`src/sis_pkg.sv`:
```
package sis_pkg;

  typedef enum logic [1:0] {
    OP_INSERT = 2'd0,
    OP_REMOVE = 2'd1,
    OP_QUERY  = 2'd2,
    OP_NONE   = 2'd3
  } op_t;

  // Per-cell rewrite command, decided centrally and broadcast down the chain
  typedef enum logic [2:0] {
    ACT_NONE   = 3'd0,
    ACT_INSERT = 3'd1,
    ACT_MERGE  = 3'd2,
    ACT_ERASE  = 3'd3,
    ACT_SETLO  = 3'd4,
    ACT_SETHI  = 3'd5,
    ACT_SPLIT  = 3'd6
  } act_t;

  typedef struct packed {
    act_t        act;
    logic [33:0] lo;   // bounds carried 34 bits wide so that +1/-1 never wraps
    logic [33:0] hi;
  } cmd_t;

endpackage

```
`src/sis_cell.sv`:
```
// One table slot. Compares its range against the key in parallel with the
// other slots and, on command, rewrites itself from its own or a neighbour's
// contents (shift up for a gap, shift down to close one).
module sis_cell (
  input  logic                clk,
  input  logic                used,
  input  logic                load,
  input  sis_pkg::cmd_t       cmd,
  input  logic                in_f,      // this slot is the first touched one
  input  logic                in_next,   // slot index just above the first
  input  logic                in_after,  // slot index above the first
  input  logic [4:0]          gap,       // set when the merge removes slots
  input  logic signed [33:0]  prev_lo,
  input  logic signed [33:0]  prev_hi,
  input  logic signed [33:0]  next_lo,
  input  logic signed [33:0]  next_hi,
  input  logic signed [33:0]  far_lo,
  input  logic signed [33:0]  far_hi,
  input  logic signed [33:0]  key_a,
  input  logic signed [33:0]  key_b,
  output logic signed [33:0]  lo,
  output logic signed [33:0]  hi,
  output logic                hi_below, // hi < key_a
  output logic                lo_le     // lo <= key_b
);

  logic signed [33:0] lo_next;
  logic signed [33:0] hi_next;

  assign hi_below = used && (hi < key_a);
  assign lo_le    = used && (lo <= key_b);

  always_comb begin
    lo_next = lo;
    hi_next = hi;
    case (cmd.act)
      sis_pkg::ACT_INSERT: begin
        if (in_f) begin
          lo_next = cmd.lo;
          hi_next = cmd.hi;
        end else if (in_after) begin
          lo_next = prev_lo;
          hi_next = prev_hi;
        end
      end
      sis_pkg::ACT_MERGE: begin
        if (in_f) begin
          lo_next = cmd.lo;
          hi_next = cmd.hi;
        end else if (in_after && gap != 5'd0) begin
          lo_next = far_lo;
          hi_next = far_hi;
        end
      end
      sis_pkg::ACT_ERASE: begin
        if (in_f || in_after) begin
          lo_next = next_lo;
          hi_next = next_hi;
        end
      end
      sis_pkg::ACT_SETLO: if (in_f) lo_next = cmd.lo;
      sis_pkg::ACT_SETHI: if (in_f) hi_next = cmd.hi;
      sis_pkg::ACT_SPLIT: begin
        // lower half stays here, upper half lands in the slot above
        if (in_f) begin
          hi_next = cmd.lo;
        end else if (in_next) begin
          lo_next = cmd.hi;
          hi_next = prev_hi;
        end else if (in_after) begin
          lo_next = prev_lo;
          hi_next = prev_hi;
        end
      end
      default: begin
      end
    endcase
  end

  always_ff @(posedge clk) begin
    if (load) begin
      lo <= lo_next;
      hi <= hi_next;
    end
  end

endmodule

```
`config.mk`:
```
export PLATFORM = sky130hd
export DESIGN_NAME = sis_cell
export DESIGN_NICKNAME = d
export VERILOG_FILES = /design/src/sis_pkg.sv /design/src/sis_cell.sv
export SDC_FILE = /design/constraint.sdc
export NUM_CORES = 1
export LEC_CHECK = 0
export ABC_AREA = 1
export BUFFER_PORTS_ARGS = -buffer_cell sky130_fd_sc_hd__buf_4
export CELL_PAD_IN_SITES_DETAIL_PLACEMENT = 1
export CELL_PAD_IN_SITES_GLOBAL_PLACEMENT = 2
export CORE_MARGIN = 2
export CORE_UTILIZATION = 24
export CTS_CLUSTER_DIAMETER = 30
export CTS_CLUSTER_SIZE = 16
export DETAILED_ROUTE_END_ITERATION = 12
export PLACE_DENSITY_LB_ADDON = 0.08
export SLEW_MARGIN = 20
export SYNTH_ARGS = -nofsm -noshare
export SYNTH_HDL_FRONTEND = slang
export SYNTH_SLANG_ARGS = --single-unit
```
`constraint.sdc`:
```
create_clock -name clk -period 5.9 [get_ports clk]
set_clock_uncertainty 0.2 [all_clocks]
set_input_delay 1.77 -clock clk [delete_from_list [all_inputs] [get_ports clk]]
set_output_delay 1.77 -clock clk [all_outputs]
set_load 0.01 [all_outputs]
```
==> metrics list <==
* Placed Instance Area: approximately 12000 um2
* Data required time at the worst endpoint: between 3 and 4 ns
- Syn Inst Count: ~1300
* DRT Pass-1 Iters: 4
- NumNets Final: 2098
- Worst setup EP type: output port
- FF-to-FF path depth: 6
- The die is between 150 and 200 um tall.
- Global routing used between 20% and 30% of the available tracks.
- Clock tree synthesis selected as its root buffer the cell clkbuf_16.
- Number of ports placed on the die boundary: between 400 and 500
* Synth top area cells: edfxtp_1 24%, nand2_1 15%, ha_1 9.7%
- Of the synthesized area, sequential elements account for about a quarter.
- Using the TritonRoute via totals, the vias-per-cell ratio works out to roughly 5.0.
* Post_cts resized: 0
- The number of different library cells used by synthesis comes to 42.
* Overflow after GRT: 0
- For the pin with the worst max-slew slack, the measured transition is approximately 1.2 ns.
* Pwr per Cell Area: 156.9 nW/um2
* Total via count after detailed routing: 10660
- Setup repair after global routing left no endpoint under its margin.
- Met3 wirelength from detailed routing: 2703 um
- Capture point of the worst reg-to-reg path: hi[13]
- The number of endpoints with negative hold slack in the final report is 0.
- CTS sink count: 68
- Share of flip-flops with an asynchronous set or reset after synthesis: 0%
- Summed over all cells, the static leakage comes to roughly 0.0062 uW.
- The core region is 35480 um2.
* Worst-case clock buffer depth: 2
- For this configuration, the core starts out at a cell density of roughly a quarter.
- Largest stage delay on the critical path: around 0.34 ns
- Worst Setup Slack post-DPL: 0.2348 ns
* Post-cts hold buffer count: 0
- After detailed routing, the met2 layer carries between 20000 and 25000 um of wire.
- Clock latency on the worst-skew pair, taken at its later pin, is around 0.34 ns.
- Final period utilization: 94.14%
- The design draws 1943 uW.
- Among all stages on the critical path, the largest delay is contributed by a21oi_1.
* Synthesized net count: between 1500 and 2000
- After detailed routing, the total wire length is 47760 um.
- The worst setup path is launched from a primary input.
- The mapped netlist covers around 8600 um2.
- H-tree levels: 3
- CTS tree: built
- Setup violations remaining at the end of the flow were counted as 0.
* Post-synth EDFFs: 68
- Max FO, Critical Path: 4
- DRT iter0 DRCs: between 500 and 600
- Static timing analysis puts the maximum clock frequency at approximately 180 MHz.
- For flop-to-flop paths, the worst setup slack is between 4 and 5 ns.
- Entering global routing, the biggest net connects between 60 and 70 pins.
- Cell type contributing the most total cell area after synthesis: edfxtp_1
- In the final routed layout, each cell accounts on average for approximately 22 um.
* Global placer's final weighted congestion: ~0.91
* Final Util: 34.90%
- The die is about 190 um wide.
- Post-synth top flop: edfxtp_1
- Hold path start: hi[5]
- Relative to the synthesized area, the layout overhead comes to 43.87%.
- Endpoint of the worst hold path: hi[5]
* Number of DRC violations after detailed routing: 0
* Setup tns final: 0 ns
* Worst min path class: reg2reg
* Crit path time final: approximately 5.6 ns
- Number of placement rows: 69
- Post-synth top area share: 23.72%
- Post-route setup slack: approximately 0.35 ns
- Crit path cell chain: buf_4, inv_1, ha_1, a21oi_1, o21a_1, nand2_1, a21oi_1, nand3_1, nand2_1, nand2_1, nor2_1, buf_4
* HPWL after detailed placement: 37240 um
- The worst hold path passes through 2 cells.
* Count of synthesis-stage warnings from yosys: 0
- Buffers inserted during clock tree synthesis total 9.
- Crit path arrival time: around 3.6 ns
* Ratio of cells with drive above 1 in the final layout: 29.03%
* First-pass GRT wire length: about 70000 um
- The detail route stage leaves a number of antenna-violating nets equal to 0.
* Via count of the first global-routing pass: around 11000
- Result of the run: finished clean
- Total die area: 37390 um2
- IO buf count: roughly 420
- The number of pins exceeding their max-slew limit in the final report came to 0.
- Mapped Avg Cell Area: ~6.6 um2
- Worst-case headroom to the max-slew limit: about 22%
- Final instance area: 12380 um2
- Dominant cell type by count on the critical path: nand2_1
* Crit path kind: in2out
- The initial antenna violation count is 10.
- Highest routed layer: met4
- Number of violations of the max-capacitance limit: 0
- Synthesis inferred 68 register bits.
- IR analysis of the VDD net gives a maximum drop of 0.1229 mV.
* Metal1 wirelength: 22950 um
* Clock-pin slew on the worst setup and hold paths: 0.06 ns
* Origin of the critical flop-to-flop path: hi[13]
- The layout has 4554 filler cells.
- Post-CTS timing repair inserted 0 buffers for setup.
-- power breakdown --
part | internal, uW | switching (uW) | total (uW)
clock network | 279 | 228 | 507
registers | 592 | 46.9 | 639
logic | 361 | 436 | 797
-- critical path: cells and delay by family --
kind | cells | cell delay [ns]
compound gates | 3 | 0.64
simple gates | 5 | 0.59
fa+ha+maj | 1 | 0.33
buf+inv | 3 | 0.25
-- Yosys cell counts, types with 6 or more instances --
master / count
nand2_1: 349
inv_1: 213
a21oi_1: 137
o21ai_0: 95
nor2_1: 76
edfxtp_1: 68
ha_1: 67
o21ai_1: 44
a211oi_1: 36
a41oi_1: 34
clkbuf_1: 34
a221oi_1: 24
buf_2: 24
o221ai_2: 20
buf_1: 10
nand3_1: 9
a32oi_1: 8
buf_6: 7
nor3_1: 6
-- layout by cell type, fill, tap and decap left out, drive strengths merged, types with 3 or more instances in the layout --
cell type | Yosys | final
a211oi | 36 | 36
a21oi | 138 | 138
a221oi | 24 | 24
a32oi | 8 | 8
a41oi | 34 | 34
buf | 45 | 436
clkbuf | 34 | 11
clkinv | 1 | 5
diode | 0 | 10
edfxtp | 68 | 68
ha | 67 | 67
inv | 219 | 219
nand2 | 352 | 352
nand3 | 9 | 9
nand4 | 4 | 4
nor2 | 81 | 81
nor3 | 6 | 6
o21a | 3 | 3
o21ai | 142 | 142
o221ai | 24 | 24
-- state kept, by name, summed over array words and instances (netlist names) --
signal,flops
hi,34
lo,34
-- logic make-up after synthesis --
| kind of cell | share of synthesized area [%] |
|---|---|
| simple gates | 20.70 |
| fa+ha+maj | 9.740 |
| compound gates | 31.40 |
| flops | 23.72 |
| buf+inv | 14.20 |
| mux | 0.2326 |
-- layout make-up --
| cell class | count | area [um2] | share of cell area, % |
|---|---|---|---|
| antenna | 10 | 25.02 | 0.2021 |
| clock buffer | 11 | 232.7 | 1.879 |
| clock inverter | 4 | 17.52 | 0.1415 |
| inverter | 220 | 828.3 | 6.689 |
| multi-input combinational | 942 | 5375 | 43.41 |
| sequential | 68 | 2042 | 16.49 |
| tap | 461 | 576.8 | 4.658 |
| timing repair buffer | 436 | 3286 | 26.53 |
-- layer usage --
metal | track usage [%] | vias to the layer above
met3 | 4.533 | 29
li1 | - | 5216
met5 | 0 | -
met4 | 6.163 | 0
met1 | 35.40 | 5078
met2 | 37.87 | 337
-- how the worst max path moves through the flow --
stage / start / end / depth (start not counted)
6_report: key_a[33] / hi_below / 12
2_1_floorplan: cmd[68] / lo[0] / 7
4_1_cts: key_a[33] / hi_below / 12
3_3_place_gp: key_a[33] / hi_below / 12
5_1_grt: key_a[33] / hi_below / 13
3_5_place_dp: key_a[33] / hi_below / 12
-- per-stage QoR --
stage | std cells | hold slack (ns)
after floorplan | 1309 | 0.5054
after global placement | 2127 | 0.5104
after detailed placement | 2127 | 0.5202
after CTS | 2142 | 0.5372
after global routing | 2150 | 0.5628
final | 2152 | 0.5272
Note: power is estimated with default switching activity, not from simulation.
